<file path="src/hw/rtl/bba_pkg.sv">
// Shared constants for the bitmap buffer allocator.
// No dependencies; used by the top level and its checker.
package bba_pkg;

  localparam int ENTRIES_DEF   = 64;
  localparam int WORD_BITS_DEF = 32;

  localparam int ENTRY_W    = 6;   // width of entry_index
  localparam int FREED_W    = 7;   // width of freed_entry
  localparam int IN_DATA_W  = 8;
  localparam int OUT_DATA_W = 16;

  localparam logic REQ_ALLOC = 1'b0;
  localparam logic REQ_FREE  = 1'b1;

  localparam logic [1:0] STATUS_OK        = 2'd0;
  localparam logic [1:0] STATUS_NONE_FREE = 2'd1;
  localparam logic [1:0] STATUS_RANGE     = 2'd2;

endpackage

</file>
<file path="src/hw/rtl/bitmap_buffer_allocator_unit.sv">
// Bitmap buffer allocator: next-fit allocate/free over a pool of buffers.
// Depends on bba_pkg.
//
// Each request is either an allocate or a free. Requests are taken one per
// cycle unless a response waits unread, and each yields exactly one response
// in the cycle after it is taken. The rate of one request per cycle is set by
// the combinational rotating find-first over the free bitmap, between the bitmap
// flops and the response register. An allocate starts at the cursor word, takes the
// first word (wrapping) with a free bit, grabs its highest free bit and
// leaves the cursor there; with nothing free it answers status none-free.
// A free sets the entry's bit and moves the cursor to its word; an index at
// or above ENTRIES answers status out-of-range and changes nothing. After
// reset every entry is free and the cursor is on word 0; no clearing pass.
// The response register is refilled in the same cycle it is taken, so the
// input stalls only while a response sits unread.
module bitmap_buffer_allocator_unit
  import bba_pkg::*;
#(
  parameter int ENTRIES   = ENTRIES_DEF,
  parameter int WORD_BITS = WORD_BITS_DEF
) (
  input  logic                  clk,
  input  logic                  rst,
  input  logic                  s_axis_tvalid,
  output logic                  s_axis_tready,
  input  logic [IN_DATA_W-1:0]  s_axis_tdata,  // [6:0] freed_entry, [7] zero
  input  logic [0:0]            s_axis_tuser,  // [0] req_type
  output logic                  m_axis_tvalid,
  input  logic                  m_axis_tready,
  output logic [OUT_DATA_W-1:0] m_axis_tdata   // [0] granted, [6:1] entry_index,
                                               // [8:7] status, [15:9] zero
);

  localparam int NUM_WORDS = (ENTRIES + WORD_BITS - 1) / WORD_BITS;
  localparam int TOTAL     = NUM_WORDS * WORD_BITS;
  localparam int CW        = (NUM_WORDS > 1) ? $clog2(NUM_WORDS) : 1;
  localparam int BW        = $clog2(WORD_BITS);
  localparam int IW        = ($clog2(TOTAL) > ENTRY_W) ? $clog2(TOTAL) : ENTRY_W;

  // Bits at and above ENTRIES are never set.
  localparam logic [TOTAL-1:0] RESET_MAP = ~({TOTAL{1'b1}} << ENTRIES);

  // State: flat bitmap, word-major, so entry i lives at bit i.
  logic [TOTAL-1:0] bitmap;
  logic [TOTAL-1:0] bitmap_next;
  logic [CW-1:0]    cursor;
  logic [CW-1:0]    cursor_next;

  // Response register
  logic               granted;
  logic [ENTRY_W-1:0] entry_index;
  logic [1:0]         status;
  logic               granted_next;
  logic [ENTRY_W-1:0] entry_index_next;
  logic [1:0]         status_next;

  logic               req_type;
  logic [FREED_W-1:0] freed_entry;
  logic               accept;

  // Search
  logic [NUM_WORDS-1:0] word_nz;
  logic [NUM_WORDS-1:0] below_mask;
  logic [NUM_WORDS-1:0] from_cursor;
  logic [NUM_WORDS-1:0] cand;
  logic [CW-1:0]        pick_word;
  logic [WORD_BITS-1:0] sel_word;
  logic [BW-1:0]        pick_bit;
  logic [IW-1:0]        alloc_pos;
  logic [CW-1:0]        free_word;
  logic                 in_range;

  assign req_type    = s_axis_tuser[0];
  assign freed_entry = s_axis_tdata[FREED_W-1:0];

  assign s_axis_tready = !m_axis_tvalid || m_axis_tready;
  assign accept        = s_axis_tvalid && s_axis_tready;

  // Which words hold a free entry
  always_comb begin
    for (int w = 0; w < NUM_WORDS; w++) begin
      word_nz[w] = |bitmap[w*WORD_BITS +: WORD_BITS];
    end
  end

  // First non-empty word at or after the cursor, else first overall (wrap)
  assign below_mask  = (NUM_WORDS'(1) << cursor) - NUM_WORDS'(1);
  assign from_cursor = word_nz & ~below_mask;
  assign cand        = (|from_cursor) ? from_cursor : word_nz;

  always_comb begin
    pick_word = '0;
    for (int w = NUM_WORDS - 1; w >= 0; w--) begin
      if (cand[w]) begin
        pick_word = CW'(w);
      end
    end
  end

  // Pull out the chosen word, then its highest set bit
  always_comb begin
    sel_word = '0;
    for (int w = 0; w < NUM_WORDS; w++) begin
      if (pick_word == CW'(w)) begin
        sel_word = sel_word | bitmap[w*WORD_BITS +: WORD_BITS];
      end
    end
  end

  always_comb begin
    pick_bit = '0;
    for (int b = 0; b < WORD_BITS; b++) begin
      if (sel_word[b]) begin
        pick_bit = BW'(b);
      end
    end
  end

  assign alloc_pos = IW'(pick_word) * IW'(WORD_BITS) + IW'(pick_bit);

  // Word of a freed entry: last word whose base is not above the index
  always_comb begin
    free_word = '0;
    for (int w = 0; w < NUM_WORDS; w++) begin
      if (32'(freed_entry) >= 32'(w * WORD_BITS)) begin
        free_word = CW'(w);
      end
    end
  end

  assign in_range = 32'(freed_entry) < 32'(ENTRIES);

  always_comb begin
    bitmap_next      = bitmap;
    cursor_next      = cursor;
    granted_next     = 1'b0;
    entry_index_next = '0;
    status_next      = STATUS_OK;
    case (req_type)
      REQ_ALLOC: begin
        if (|word_nz) begin
          bitmap_next      = bitmap & ~(TOTAL'(1) << alloc_pos);
          cursor_next      = pick_word;
          granted_next     = 1'b1;
          entry_index_next = alloc_pos[ENTRY_W-1:0];
        end else begin
          status_next = STATUS_NONE_FREE;
        end
      end
      REQ_FREE: begin
        if (in_range) begin
          bitmap_next = bitmap | (TOTAL'(1) << freed_entry);
          cursor_next = free_word;
        end else begin
          status_next = STATUS_RANGE;
        end
      end
      default: begin
        status_next = STATUS_OK;
      end
    endcase
  end

  always_ff @(posedge clk) begin
    if (rst) begin
      bitmap        <= RESET_MAP;
      cursor        <= '0;
      m_axis_tvalid <= 1'b0;
    end else if (accept) begin
      bitmap        <= bitmap_next;
      cursor        <= cursor_next;
      m_axis_tvalid <= 1'b1;
    end else if (m_axis_tready) begin
      m_axis_tvalid <= 1'b0;
    end
  end

  always_ff @(posedge clk) begin
    if (accept) begin
      granted     <= granted_next;
      entry_index <= entry_index_next;
      status      <= status_next;
    end
  end

  assign m_axis_tdata = {{(OUT_DATA_W - ENTRY_W - 3){1'b0}}, status, entry_index, granted};

endmodule

</file>
<file path="config.mk">
export PLATFORM = sky130hd
export DESIGN_NAME = bitmap_buffer_allocator_unit
export DESIGN_NICKNAME = d
export VERILOG_FILES = /design/src/hw/rtl/bba_pkg.sv /design/src/hw/rtl/bitmap_buffer_allocator_unit.sv
export SDC_FILE = /design/constraint.sdc
export NUM_CORES = 1
export LEC_CHECK = 0
export BUFFER_PORTS_ARGS = -buffer_cell sky130_fd_sc_hd__buf_2
export CELL_PAD_IN_SITES_DETAIL_PLACEMENT = 0
export CELL_PAD_IN_SITES_GLOBAL_PLACEMENT = 2
export CORE_MARGIN = 4
export CORE_UTILIZATION = 37
export CTS_CLUSTER_DIAMETER = 100
export DETAILED_ROUTE_END_ITERATION = 7
export PLACE_DENSITY_LB_ADDON = 0.1
export SYNTH_ARGS = -nofsm -noshare
export SYNTH_HDL_FRONTEND = slang
export SYNTH_SLANG_ARGS = --single-unit
export TNS_END_PERCENT = 100
</file>
<file path="constraint.sdc">
create_clock -name clk -period 3.7 [get_ports clk]
set_input_delay 0 -clock clk [delete_from_list [all_inputs] [get_ports clk]]
set_output_delay 0 -clock clk [all_outputs]
set_load 0.03 [all_outputs]
</file>
# [After elaboration in Yosys (flattened, before gate mapping)]
# Cells that the tools add are included.
[totals] reg_bits=75 in_bits=13 output_inout_bits=18 elab_cells=82
[op_classes] addsub=2 n_lt_le_gt_ge=2 n_eq_ne=2 shifts=3 muxes=49 bitwise=8 n_reduce_logical=10
[ops] cell="$mux 5" n=30
[ops] cell="$mux 64" n=2
[ops] cell="$pmux 64 s2" n=1
[ops] cell="$and 64x64->64" n=1
[ops] cell="$mux 32" n=2
[ops] cell="$not 64->64" n=1
[ops] cell="$or 64x64->64" n=1
[ops] cell="$reduce_or 32->1" n=2
[ops] cell="$reduce_or 64->1" n=1
[ops] cell="$shl 1x6->64 const A" n=1
[ops] cell="$shl 1x7->64 const A" n=1
[ops] cell="$or 32x32->32" n=1
[ops] cell="$mux 1" n=10
[ops] cell="$ge 7x6->1 const B" n=1
[ops] cell="$lt 7x7->1 const B" n=1
[ops] cell="$add 6x5->6" n=1
[ops] cell="$mux 2" n=2
[ops] cell="$pmux 2 s2" n=1
[ops] cell="$reduce_or 2->1" n=2
[ops] cell="$reduce_and 3->1" n=1
[ops] cell="$and 2x2->2" n=1
[ops] cell="$ne 2x1->1 const B" n=1
[ops] cell="$ne 2x2->1 const B" n=1
[ops] cell="$not 1->1" n=2
[ops] cell="8 further kinds" n=8

# [Logic depth before layout (Yosys ltp)]
# Gate-level depths: netlist of run 1.
[depth] depth_word=48 ltp_mapped=9 ltp_nobuf=8

# [Least setup slack after synthesis of run 1]
# OpenSTA, ideal clock, no wires.
[synth_path] kind="reg-to-reg" from="register bitmap[56]" to="register bitmap[32]" arrival_ns=2.608 required_time_ns=3.578 path_slack_ns=0.970 path_stages_with_launch=10 n_path_buf=1 synth_period_minus_slack_ns=2.730 cell_sequence="dfxtp_1 -> nor4_4 -> nand2_2 -> or3_1 -> nand2_1 -> mux2_2 -> nor3_2 -> buf_2 -> nand2_1 -> a221o_1"
[synth_between] elab_chain_cells=46
[synth_lines] item="start, declared" line_no="bitmap_buffer_allocator_unit.sv:44" text="logic [TOTAL-1:0] bitmap;"
[synth_lines] item="start signal, assigned" line_no="bitmap_buffer_allocator_unit.sv:170" text="bitmap <= bitmap_next;"
[synth_lines] item="$reduce_or 32->1" line_no="bitmap_buffer_allocator_unit.sv:82" text="word_nz[w] = |bitmap[w*WORD_BITS +: WORD_BITS];"
[synth_lines] item="$and 2x2->2" line_no="bitmap_buffer_allocator_unit.sv:88" text="assign from_cursor = word_nz & ~below_mask;"
[synth_lines] item="$reduce_or 2->1" line_no="bitmap_buffer_allocator_unit.sv:89" text="assign cand = (|from_cursor) ? from_cursor : word_nz;"
[synth_lines] item="$mux 2" line_no="bitmap_buffer_allocator_unit.sv:89"
[synth_lines] item="$mux 1 (2 in series)" line_no="bitmap_buffer_allocator_unit.sv:94" text="if (cand[w]) begin"
[synth_lines] item="$mux 32" line_no="bitmap_buffer_allocator_unit.sv:104" text="if (pick_word == CW'(w)) begin"
[synth_lines] item="$or 32x32->32" line_no="bitmap_buffer_allocator_unit.sv:105" text="sel_word = sel_word | bitmap[w*WORD_BITS +: WORD_BITS];"
[synth_lines] item="$mux 32" line_no="bitmap_buffer_allocator_unit.sv:104"
[synth_lines] item="$mux 1" line_no="bitmap_buffer_allocator_unit.sv:113" text="if (sel_word[b]) begin"
[synth_lines] item="$mux 5 (30 in series)" line_no="bitmap_buffer_allocator_unit.sv:113"
[synth_lines] item="$add 6x5->6" line_no="bitmap_buffer_allocator_unit.sv:119" text="assign alloc_pos = IW'(pick_word) * IW'(WORD_BITS) + IW'(pick_bit);"
[synth_lines] item="$shl 1x6->64" line_no="bitmap_buffer_allocator_unit.sv:142" text="bitmap_next = bitmap & ~(TOTAL'(1) << alloc_pos);"
[synth_lines] item="$not 64->64" line_no="bitmap_buffer_allocator_unit.sv:142"
[synth_lines] item="$and 64x64->64" line_no="bitmap_buffer_allocator_unit.sv:142"
[synth_lines] item="$mux 64" line_no="bitmap_buffer_allocator_unit.sv:141" text="if (|word_nz) begin"
[synth_lines] item="$pmux 64 s2" line_no="bitmap_buffer_allocator_unit.sv:139" text="case (req_type)"
# Parallel ways exist; a longest one is shown, timed or not. The select of a mux whose other input is x is not followed.
# A chain may end at the register's enable or synchronous reset.

# [Worst setup path in the final report of run 1]
[layout_path] from="register bitmap[37]" to="register bitmap[43]"
# The elaborated chain is that of the path after synthesis.

==> metrics.log, run 1 <==
[metrics] met2 global-route usage: 0.3867
[metrics] count of antenna-violating nets left after detailed routing: 0
[metrics] Required @ worst endpoint: 3.94 ns
[metrics] combinational share of power: 0.104
[metrics] slowest cell on the critical path: sky130_fd_sc_hd__nor4_1
[metrics] maximum buffer depth of the clock tree: 2
[metrics] number of cells traversed by the worst register-to-register path: 9
[metrics] Detailed Route WL: 19,210 µm
[metrics] min-delay worst type: input port to flip-flop
[metrics] proportion of total power due to net switching: 0.2620
[metrics] post-detail-place hpwl: 13,830 µm
[metrics] overall fraction of global-route tracks in use: 0.2700
[metrics] final clock period utilization by the worst path: 0.9363
[metrics] dpl ws: 0.3501 ns
[metrics] DRC violations left: 0
[metrics] final core occ: 0.4340
[metrics] number of instances in the placed design: 745
[metrics] max-slew violation total from the final report: 0
[metrics] height of the chip: 119.5 µm
[metrics] number of search-and-repair iterations in the first detailed-routing pass: 5
[metrics] largest area contributor in the netlist: sky130_fd_sc_hd__dfxtp_1
[metrics] Leak Pwr: 1.884 nW
[metrics] power share of the clock group: 0.462
[metrics] EDFF count, synth: 9
[metrics] Worst path max stage delay: 0.51 ns
[metrics] async set or reset register ratio after synthesis: 0
[metrics] share of total power in sequential cells: 0.435
[metrics] worst hold start: s_axis_tdata[6]
[metrics] main combinational cell family by area after synthesis: compound AO/OA/AOI/OAI gates
[metrics] area share of xor/xnor cells in the synthesized design: 0
[metrics] maximum vdd ir drop: 0.0002277 V
[metrics] number of global-route vias before repair: 4,599
[metrics] first element of the critical path: bitmap[37]
[metrics] sort of element at the start of the critical path: flip-flop
[metrics] Overall Power: 1.927 mW
[metrics] synthesized netlist cell count: 565
[metrics] cells taking the most area after synthesis: sky130_fd_sc_hd__dfxtp_1 (29%), sky130_fd_sc_hd__edfxtp_1 (5.9%), sky130_fd_sc_hd__a221o_1 (5.2%)
[metrics] least setup slack across all paths after layout: 0.2356 ns
[metrics] mean cell area of the mapped netlist: 8.145 µm²
[metrics] share of the synthesized area in the top cell type: 0.2871
[metrics] routability cong.: 0.9283
[metrics] number of synthesized register bits: 75
[metrics] count leader, synth: sky130_fd_sc_hd__dfxtp_1
[metrics] family with the most delay on the worst path: simple AND/OR/NAND/NOR gates
[metrics] CORE AREA: 12,110 µm²
[metrics] normalized max-slew margin: 0.2125
[metrics] antenna cell count: 0
[metrics] proportion of synthesized chip area in sequential cells: 0.3458
[metrics] RSZ-0062 raised after global routing: false
[metrics] io pins: 31
[metrics] status: complete, no violations
[metrics] Critical path buffers and inverters: 1
[metrics] cts bufs inserted: 9
[metrics] Total Die Area: 14,290 µm²
[metrics] Critical Path End Type: flip-flop
[metrics] number of H-tree levels: 3
[metrics] CP max FO: 10
[metrics] simple logic cell fraction of the synthesized area: 0.2719
[metrics] actual transition at the worst max-transition pin: 1.151 ns
[metrics] switching power total: 504.9 µW
[metrics] cells along the critical path: nor4_1 > nand4_1 > or3_1 > nand2_1 > buf_4 > mux2i_1 > nor3_2 > or3b_1 > a221o_1
[metrics] count of maximum capacitance violations: 0
[metrics] Primary FF master, synth: sky130_fd_sc_hd__dfxtp_1
[metrics] power density normalized to cell area: 366.6 nW/µm²
[metrics] Port Buf Inserts: 22
[metrics] routing usage on met3: 0.06598
[metrics] Hold Path Cell Cnt: 2
[metrics] critical path data arrival time: between 3 and 4 ns
[metrics] Area Growth Syn to Fin: 14.22%
[metrics] proportion of synthesized area in mux cells: 0.01115
[metrics] latest clock arrival within the worst-skew pair: 0.36 ns
[metrics] drt first-iter violations: between 500 and 600
[metrics] width of the die: about 120 µm
[metrics] initial core utilization: 0.3800
[metrics] final critical path time including I/O delays and setup: 3.464 ns
[metrics] Crit Path Category: flip-flop to flip-flop
[metrics] first-pass GRT wire length: 29,100 µm
[metrics] pin count of the biggest net entering global routing: 43
[metrics] busiest layer in global routing: met1
[metrics] worst reg2reg path startpoint: bitmap[37]
[metrics] adder-cell area share of the yosys netlist: 0
[metrics] cell at the root of the clock tree: sky130_fd_sc_hd__clkbuf_16
[metrics] Final setup viols: 0
[metrics] cell count along the critical path: 9
[metrics] post-synthesis compound-gate area fraction: 0.3083
[metrics] Cell Area, Synth: 4602 µm²
[metrics] setup TNS: 0 ns
[metrics] clock tree from TritonCTS: yes
[metrics] cell internal power dissipation: 1.422 mW
[metrics] worst clock skew: ~0.012 ns
[metrics] via total after detailed routing: 4,968
[metrics] share of post-route cells with drive strength above 1: 0.1380
[metrics] maximum frequency from static timing analysis: 288.7 MHz
[metrics] top post-synthesis cells by count: sky130_fd_sc_hd__dfxtp_1 (66), sky130_fd_sc_hd__nor2_1 (64), sky130_fd_sc_hd__a21oi_1 (32)
[metrics] number of antenna violations at the first check in global routing: 0
[metrics] # clock sinks: 75
[metrics] Worst-path clk slew: 0.06 ns
[metrics] Final nets: 603
[metrics] vias per cell: 6.520
[metrics] Avg WL per Cell: between 20 and 30 µm
[metrics] count of unique library cells instantiated by Yosys: 65
[metrics] GRT Residual Overflow: 0
[metrics] met1 global-route usage: 0.3929
[metrics] final std cells w/o fill: 762
[metrics] standard-cell rows: 40
[metrics] yosys warns: 0
[metrics] count of final hold-check violations: 0
-- metal layers --
| layer | wire (µm) | up-vias | share of wire |
|---|---|---|---|
| met2 | 8153 | 284 | 0.42 |
| met4 | 668 | 0 | 0.035 |
| met1 | 8516 | 2399 | 0.44 |
| met3 | 1871 | 49 | 0.097 |
| met5 | 0 | - | 0 |
| li1 | - | 2236 | - |
-- state kept, by name, indices dropped and copies added, names as in the netlist --
register and count:
granted 1, entry_index 6, m_axis_tvalid 1, cursor 1, bitmap 64, status 2
-- final timing paths --
kind / endpoint / slack (ns)
worst max register to register: bitmap[43] / 0.24
worst min-delay path: status[1] / 0.03
worst min register to register: cursor / 0.46
worst max-delay path: bitmap[43] / 0.24
-- cells in the final DEF, fill, tap and decap left out, drive strengths merged, types with 10 or more instances in the layout --
cell / count
a22o: 20
nor3: 33
nor2: 65
nand2: 31
a211oi: 17
inv: 24
o31ai: 10
o21ai: 19
a21oi: 32
nand3: 13
clkbuf: 12
a221o: 24
a31oi: 15
buf: 48
dfxtp: 66
nand4: 11
nor4: 20
-- area by class of cell --
cell class              count  area (µm²)
clock buffers              12       246.5
fillers                  1259        6855
multi-input cells         430        2753
well taps                 168       210.2
repair buffers             50       325.3
inverters                  24       90.09
clock inverters             3       40.04
flip-flops and latches     75        1592
-- power by group through the flow --
stage / clock network [mW] / registers [mW] / logic [mW]
CTS: 0.897 / 0.838 / 0.195
detailed placement: 0 / 0.855 / 0.193
floorplan: 0 / 0.867 / 0.120
global placement: 0 / 0.855 / 0.192
finish: 0.890 / 0.838 / 0.200
global route: 0.932 / 0.839 / 0.211
-- cells by family after synthesis --
logic type | count (synthesis)
flops | 75
other cells | 1
mux | 5
simple gates | 229
compound gates | 189
buf+inv | 66
-- per-stage QoR --
step / hold slack (ns) / cell area [µm²]
floorplan: 0.1295 / 4624
global placement: 0.2486 / 4950
detailed placement: 0.2523 / 4950
CTS: 0.03045 / 5256
global route: 0.05111 / 5256
finish: 0.03250 / 5256
-- repair_timing --
action,CTS,global route
endpoints found under the hold margin,1,0
hold buffers,2,0
buffers inserted,0,0
resized for setup,0,0
(Power assumes the default switching activity.)
==> run 2: changes to the inputs <==
==> constraint.sdc (replaced) <==
create_clock -name clk -period 3.2 [get_ports clk]
set_input_delay 0 -clock clk [delete_from_list [all_inputs] [get_ports clk]]
set_output_delay 0 -clock clk [all_outputs]
set_load 0.03 [all_outputs]
==> run 2 against run 1 <==
Against the previous run: via count grew 2.9%; die area is the same; sequential share of layout area shrank 2.1 points; combinational power grew 23%; critical path type unchanged; largest power group unchanged.
==> metrics.log, run 2 (synthesis results as in run 1) <==
[metrics] DRC violations left: 0
[metrics] RSZ-0062 raised after global routing: false
[metrics] CORE AREA: 12,110 µm²
[metrics] final std cells w/o fill: 810
[metrics] Final Instance Area: 5649 µm²
[metrics] vias per cell: 6.309
[metrics] commonest non-fill, non-tap cell in the layout: sky130_fd_sc_hd__buf_4
[metrics] number of antenna violations at the first check in global routing: 0
[metrics] Top reg by flops: bitmap
[metrics] Final nets: 650
[metrics] pin count of the biggest net entering global routing: 44
[metrics] min-delay worst type: input port to flip-flop
[metrics] Avg WL per Cell: 24.25 µm
[metrics] latest clock arrival within the worst-skew pair: roughly 0.35 ns
[metrics] Crit Path Category: flip-flop to flip-flop
[metrics] Required @ worst endpoint: between 3 and 4 ns
[metrics] post-detail-place hpwl: between 10,000 and 15,000 µm
[metrics] number of search-and-repair iterations in the first detailed-routing pass: 5
[metrics] cell at the root of the clock tree: sky130_fd_sc_hd__clkbuf_16
[metrics] family with the most delay on the worst path: simple AND/OR/NAND/NOR gates
[metrics] max-slew violation total from the final report: 0
[metrics] first-pass GRT wire length: roughly 29,000 µm
[metrics] number of instances in the placed design: approximately 790
[metrics] drt first-iter violations: 690
[metrics] width of the die: 119.5 µm
[metrics] count of antenna-violating nets left after detailed routing: 0
[metrics] overall fraction of global-route tracks in use: 0.2739
[metrics] height of the chip: 119.5 µm
[metrics] Area Growth Syn to Fin: 22.76%
[metrics] Port Buf Inserts: 22
[metrics] Detailed Route WL: between 15,000 and 20,000 µm
[metrics] critical path data arrival time: 3.33 ns
[metrics] cts bufs inserted: 9
[metrics] slowest cell on the critical path: sky130_fd_sc_hd__nor4_4
[metrics] standard-cell rows: 40
[metrics] normalized max-slew margin: 0.3966
[metrics] Critical path buffers and inverters: 2
[metrics] share of post-route cells with drive strength above 1: 0.2118
[metrics] via total after detailed routing: 5,110
[metrics] least setup slack across all paths after layout: 0.1122 ns
[metrics] final clock period utilization by the worst path: 0.9649
[metrics] # clock sinks: 75
[metrics] Critical Path End Type: flip-flop
[metrics] power density normalized to cell area: 392.9 nW/µm²
[metrics] number of global-route vias before repair: 4,717
[metrics] initial core utilization: 0.3800
[metrics] cell area after placement: 5303 µm²
[metrics] actual transition at the worst max-transition pin: approximately 0.90 ns
[metrics] top flop regs: bitmap (64), entry_index (6), status (2)
[metrics] io pins: 31
[metrics] count of final hold-check violations: 0
[metrics] Layout fillers: 1,273
[metrics] worst hold start: s_axis_tuser
[metrics] maximum frequency from static timing analysis: 323.9 MHz
[metrics] GRT Residual Overflow: 0
[metrics] antenna cell count: 0
[metrics] max FFs per register: 64
[metrics] CP max FO: 10
[metrics] cells along the critical path: nor4_4 > nand4_1 > or3_1 > nand2_1 > buf_4 > buf_4 > nand3_1 > nor2_1 > nand4_1 > a221o_1
[metrics] number of H-tree levels: 3
[metrics] Worst path max stage delay: around 0.42 ns
[metrics] sort of element at the start of the critical path: flip-flop
[metrics] Leak Pwr: 2.108 nW
[metrics] worst reg2reg path startpoint: bitmap[40]
[metrics] clock tree from TritonCTS: yes
[metrics] Final setup viols: 0
[metrics] count of maximum capacitance violations: 0
[metrics] final critical path time including I/O delays and setup: about 3 ns
[metrics] Sequential Area: 1592 µm²
[metrics] first element of the critical path: bitmap[40]
[metrics] maximum vdd ir drop: 0.0002294 V
[metrics] buffers inserted during post-CTS setup optimization: 0
[metrics] status: complete, no violations
[metrics] leading cell types in the layout, fill and taps excluded: sky130_fd_sc_hd__buf_4 (73), sky130_fd_sc_hd__dfxtp_1 (66), sky130_fd_sc_hd__nor2_1 (64), sky130_fd_sc_hd__a21oi_1 (32)
[metrics] worst clock skew: just over 0.008 ns
[metrics] final core occ: 0.4664
[metrics] Total Die Area: 14,290 µm²
[metrics] multi-input combinational cell area: about 2800 µm²
[metrics] routability cong.: 0.9807
[metrics] maximum buffer depth of the clock tree: 2
[metrics] dpl ws: -0.04752 ns
[metrics] Worst-path clk slew: about 0.060 ns
run 2: cell types whose count changed in the layout (fill, tap and decap cells not counted), sizes merged:
cell      before  now
clkinvlp       0    1
clkinv         2    5
clkbuf        12    9
buf           48   95
run 2: repair_timing:
| action | 4_1_cts | 5_1_grt |
|---|---|---|
| resized for setup | 3 | 6 |
| setup endpoints to repair | 7 | 23 |
| hold endpoints to repair | 1 | 0 |
| hold buffers | 2 | 0 |
run 2: through the flow:
step | setup TNS (ns) | hold WS, ns | total power [mW]
5_1_grt | 0 | 0.06201 | 2.286
4_1_cts | 0 | 0.02716 | 2.221
2_1_floorplan | 0 | 0.1295 | 1.141
3_3_place_gp | -0.4891 | 0.2490 | 1.224
6_report | 0 | 0.03635 | 2.220
3_5_place_dp | -0.1145 | 0.2579 | 1.224
run 2: path summary, 6_finish.rpt:
kind / end / slack [ns] / cells after the start
max: bitmap[2] / 0.11 / 10
min reg2reg: cursor / 0.47 / 2
max reg2reg: bitmap[2] / 0.11 / 10
min: status[1] / 0.04 / 2
run 2: final cells by class:
| type | count | area share |
|---|---|---|
| repair buffers | 97 | 0.1200 |
| inverters | 24 | 0.01595 |
| clock buffers | 9 | 0.03987 |
| multi-input cells | 430 | 0.4948 |
| well taps | 168 | 0.03721 |
| flip-flops and latches | 75 | 0.2817 |
| clock inverters | 7 | 0.01041 |
run 2: routing by layer:
| metal | share of wire | track usage | wire, µm | vias to the layer above |
|---|---|---|---|---|
| li1 | - | - | - | 2325 |
| met1 | 0.45 | 0.4007 | 8863 | 2464 |
| met2 | 0.43 | 0.3902 | 8348 | 283 |
| met3 | 0.10 | 0.07399 | 1956 | 38 |
| met4 | 0.024 | 0.08518 | 471 | 0 |
| met5 | 0 | 0 | 0 | - |
run 2: power breakdown:
| group | total, mW | switching, mW | internal (mW) |
|---|---|---|---|
| clock network | 1.01 | 0.413 | 0.593 |
| registers | 0.968 | 0.00524 | 0.963 |
| logic | 0.246 | 0.172 | 0.0739 |
run 2: worst register-to-register path, cell delays in order, from the launching register on:
cell                      delay [ns]
sky130_fd_sc_hd__dfxtp_1        0.39
sky130_fd_sc_hd__nor4_4         0.42
sky130_fd_sc_hd__nand4_1        0.17
sky130_fd_sc_hd__or3_1          0.41
sky130_fd_sc_hd__nand2_1        0.23
sky130_fd_sc_hd__buf_4          0.25
sky130_fd_sc_hd__buf_4          0.14
sky130_fd_sc_hd__nand3_1        0.22
sky130_fd_sc_hd__nor2_1         0.31
sky130_fd_sc_hd__nand4_1        0.14
sky130_fd_sc_hd__a221o_1        0.31
==> run 3: changes to the inputs <==
--- a/config.mk
+++ b/config.mk
@@ -5,11 +5,13 @@
 export SDC_FILE = /design/constraint.sdc
 export NUM_CORES = 1
 export LEC_CHECK = 0
+export ABC_AREA = 1
 export BUFFER_PORTS_ARGS = -buffer_cell sky130_fd_sc_hd__buf_2
 export CELL_PAD_IN_SITES_DETAIL_PLACEMENT = 0
 export CELL_PAD_IN_SITES_GLOBAL_PLACEMENT = 2
+export CORE_ASPECT_RATIO = 1.75
 export CORE_MARGIN = 4
-export CORE_UTILIZATION = 37
+export CORE_UTILIZATION = 33
 export CTS_CLUSTER_DIAMETER = 100
 export DETAILED_ROUTE_END_ITERATION = 7
 export PLACE_DENSITY_LB_ADDON = 0.1
==> run 3 against run 2 <==
Against the previous run: clock skew increased by 0.0020 ns; global-route usage fell by 0.44 points; the run now ends with negative setup slack left; count of clock-buffer cells in the layout is the same; critical endpoint is now bitmap[0]; power grew 27%; utilization grew 3.7 points.
==> metrics.log, run 3 <==
[metrics] status: finished with violations
[metrics] violations in the final reports: negative setup slack
[metrics] number of global-route vias before repair: roughly 6,200
[metrics] cell at the root of the clock tree: sky130_fd_sc_hd__clkbuf_16
[metrics] # clock sinks: 75
[metrics] post-detail-place hpwl: 16,860 µm
[metrics] width of the die: 101.1 µm
[metrics] pin count of the biggest net entering global routing: 33
[metrics] number of H-tree levels: 3
[metrics] count of maximum capacitance violations: 0
[metrics] least setup slack across all paths after layout: -0.6013 ns
[metrics] cell count along the critical path: 45
[metrics] count of final hold-check violations: 0
[metrics] proportion of synthesized chip area in sequential cells: 0.3182
[metrics] cells taking the most area after synthesis: sky130_fd_sc_hd__dfxtp_1 (26%), sky130_fd_sc_hd__nand2_1 (16%), sky130_fd_sc_hd__nor2_1 (9.9%)
[metrics] max-slew violation total from the final report: 0
[metrics] number of cells traversed by the worst register-to-register path: 45
[metrics] drt first-iter violations: 436
[metrics] Detailed Route WL: 23,400 µm
[metrics] min-delay worst type: input port to flip-flop
[metrics] antenna cell count: 0
[metrics] cts bufs inserted: 9
[metrics] yosys warns: 0
[metrics] Crit Path Category: flip-flop to flip-flop
[metrics] count of unique library cells instantiated by Yosys: 38
[metrics] Area Growth Syn to Fin: 50.03%
[metrics] Worst path most repeated cell: sky130_fd_sc_hd__nand2_1
[metrics] Port Buf Inserts: 22
[metrics] async set or reset register ratio after synthesis: 0
[metrics] setup TNS: -32.37 ns
[metrics] Worst path max stage delay: 0.34 ns
[metrics] Worst-path clk slew: 0.07 ns
[metrics] overall fraction of global-route tracks in use: 0.2695
[metrics] Final setup viols: between 60 and 70
[metrics] top layer in use: met4
[metrics] standard-cell rows: 59
[metrics] share of the synthesized area in the top cell type: 0.2641
[metrics] number of search-and-repair iterations in the first detailed-routing pass: 5
[metrics] Primary FF master, synth: sky130_fd_sc_hd__dfxtp_1
[metrics] power density normalized to cell area: 374.5 nW/µm²
[metrics] latest clock arrival within the worst-skew pair: 0.35 ns
[metrics] Final nets: 984
[metrics] Overall Power: 2.811 mW
[metrics] io pins: 31
[metrics] top post-synthesis cells by count: sky130_fd_sc_hd__nand2_1 (209), sky130_fd_sc_hd__nor2_1 (132), sky130_fd_sc_hd__nand3_1 (79)
[metrics] sort of element at the start of the critical path: flip-flop
[metrics] critical path data arrival time: ~4 ns
[metrics] maximum frequency from static timing analysis: 263.1 MHz
[metrics] CORE AREA: around 15,000 µm²
[metrics] height of the chip: roughly 170 µm
[metrics] RSZ-0062 raised after global routing: true
[metrics] DRT met1 WL: 8582 µm
[metrics] Leak Pwr: 3.287 nW
[metrics] Required @ worst endpoint: 3.44 ns
[metrics] mean cell area of the mapped netlist: 6.123 µm²
[metrics] synthesized netlist cell count: 817
[metrics] final std cells w/o fill: 1,159
[metrics] number of synthesized register bits: 75
[metrics] final core occ: 0.5033
[metrics] CP max FO: 6
[metrics] Total Die Area: 17,270 µm²
[metrics] routability cong.: between 0.8 and 0.9
[metrics] clock tree from TritonCTS: yes
[metrics] max FFs per register: 64
[metrics] GRT Residual Overflow: 0
[metrics] leading cell types in the layout, fill and taps excluded: sky130_fd_sc_hd__nand2_1 (174), sky130_fd_sc_hd__buf_4 (134), sky130_fd_sc_hd__nor2_1 (103), sky130_fd_sc_hd__a21oi_1 (71), sky130_fd_sc_hd__dfxtp_1 (65)
[metrics] metal3 WL: 1312 µm
[metrics] family with the most delay on the worst path: simple AND/OR/NAND/NOR gates
[metrics] top flop regs: bitmap (64), entry_index (6), status (2)
[metrics] actual transition at the worst max-transition pin: approximately 0.57 ns
[metrics] Hold Path Cell Cnt: 3
[metrics] Top reg by flops: bitmap
[metrics] worst clock skew: a little over 0.01 ns
[metrics] final clock period utilization by the worst path: 1.188
[metrics] Critical path buffers and inverters: 3
[metrics] maximum buffer depth of the clock tree: 2
[metrics] Critical Path End Type: flip-flop
[metrics] maximum vdd ir drop: between 0.0002 and 0.00025 V
[metrics] EDFF count, synth: 9
[metrics] Cell Area, Synth: 5002 µm²
[metrics] commonest non-fill, non-tap cell in the layout: sky130_fd_sc_hd__nand2_1
[metrics] share of post-route cells with drive strength above 1: 0.3504
[metrics] count leader, synth: sky130_fd_sc_hd__nand2_1
[metrics] first-pass GRT wire length: 34,910 µm
[metrics] count of antenna-violating nets left after detailed routing: 0
[metrics] largest area contributor in the netlist: sky130_fd_sc_hd__dfxtp_1
[metrics] number of antenna violations at the first check in global routing: 0
[metrics] final critical path time including I/O delays and setup: ~3.8 ns
[metrics] DRC violations left: 0
[metrics] via total after detailed routing: 6,255
[metrics] Routed met2 length: 12,130 µm
[metrics] Avg WL per Cell: ~20 µm
[metrics] normalized max-slew margin: 0.6175
[metrics] number of instances in the placed design: around 1,100
[metrics] vias per cell: 5.397
[metrics] reg-to-reg slack, setup: -0.60 ns
[metrics] slowest cell on the critical path: sky130_fd_sc_hd__dfxtp_2
[metrics] initial core utilization: 0.3355
## run 3: cell count changes after synthesis, sizes merged, moves of 16 or more
cell    previous run  this run
nor3              33         4
nand3             13        83
o21ai             19        54
nor2              65       139
nor4              20         0
a21oi             32        75
nand2             31       215
inv               24        63
a211oi            17         1
a22o              20         0
a221o             24         0
## run 3: final timing paths
check / from / endpoint
setup / recovery: bitmap[24] / bitmap[0]
hold / removal: rst / bitmap[32]
setup reg to reg: bitmap[24] / bitmap[0]
hold reg to reg: bitmap[22] / bitmap[22]
## run 3: metrics by stage
step | hold WS, ns | area (µm²) | setup WS [ns]
after detailed placement | 0.3069 | 6233 | -0.7773
final | 0.1442 | 7505 | -0.6013
after global routing | 0.1511 | 7505 | -0.9633
after floorplan | 0.1887 | 5025 | 0.1204
after global placement | 0.2967 | 6233 | -0.8362
after CTS | 0.1450 | 6965 | -0.6000
## run 3: area by class of cell
cell class	instances	area, µm²
fillers	1532	7407
multi-input cells	633	3585
flip-flops and latches	75	1593
repair buffers	186	1519
inverters	66	252.7
well taps	183	229.0
clock buffers	9	225.2
clock inverters	7	101.3
## run 3: timing repair
item | CTS | global route
pin swaps | 17 | 44
setup endpoints to repair | 67 | 67
resized for setup | 70 | 129
cloned | 1 | 1
hold endpoints to repair | 2 | 0
setup buffers | 13 | 10
hold buffers | 3 | 0
## run 3: kinds of logic (layout without fill, tap and decap cells)
family / Yosys count / count (layout) / share of synthesized area
other: 1 / 7 / 0.0007497
buffers and inverters: 115 / 268 / 0.09680
AOI/OAI and AO/OA: 165 / 165 / 0.1856
DFF: 75 / 75 / 0.3182
muxes: 9 / 9 / 0.01801
and+or+nand+nor: 452 / 452 / 0.3807
## run 3: where the power goes
group | total (mW) | switching, mW | internal [mW]
Sequential | 1.03 | 0.0281 | 1.00
Clock | 1.15 | 0.464 | 0.689
Combinational | 0.629 | 0.384 | 0.245
Total | 2.81 | 0.876 | 1.93
## run 3: worst reg2reg max path: cells and delay by family (launching register included)
family | cells | cell delay [ns]
and+or+nand+nor | 40 | 2.63
AOI/OAI and AO/OA | 2 | 0.31
buffers and inverters | 3 | 0.41
DFF | 1 | 0.34
## run 3: metal layers
| metal | GRT usage | vias up |
|---|---|---|
| met1 | 0.3008 | 2936 |
| met4 | 0.1557 | 0 |
| met5 | 0 | - |
| met2 | 0.4752 | 265 |
| li1 | - | 2978 |
| met3 | 0.04202 | 76 |
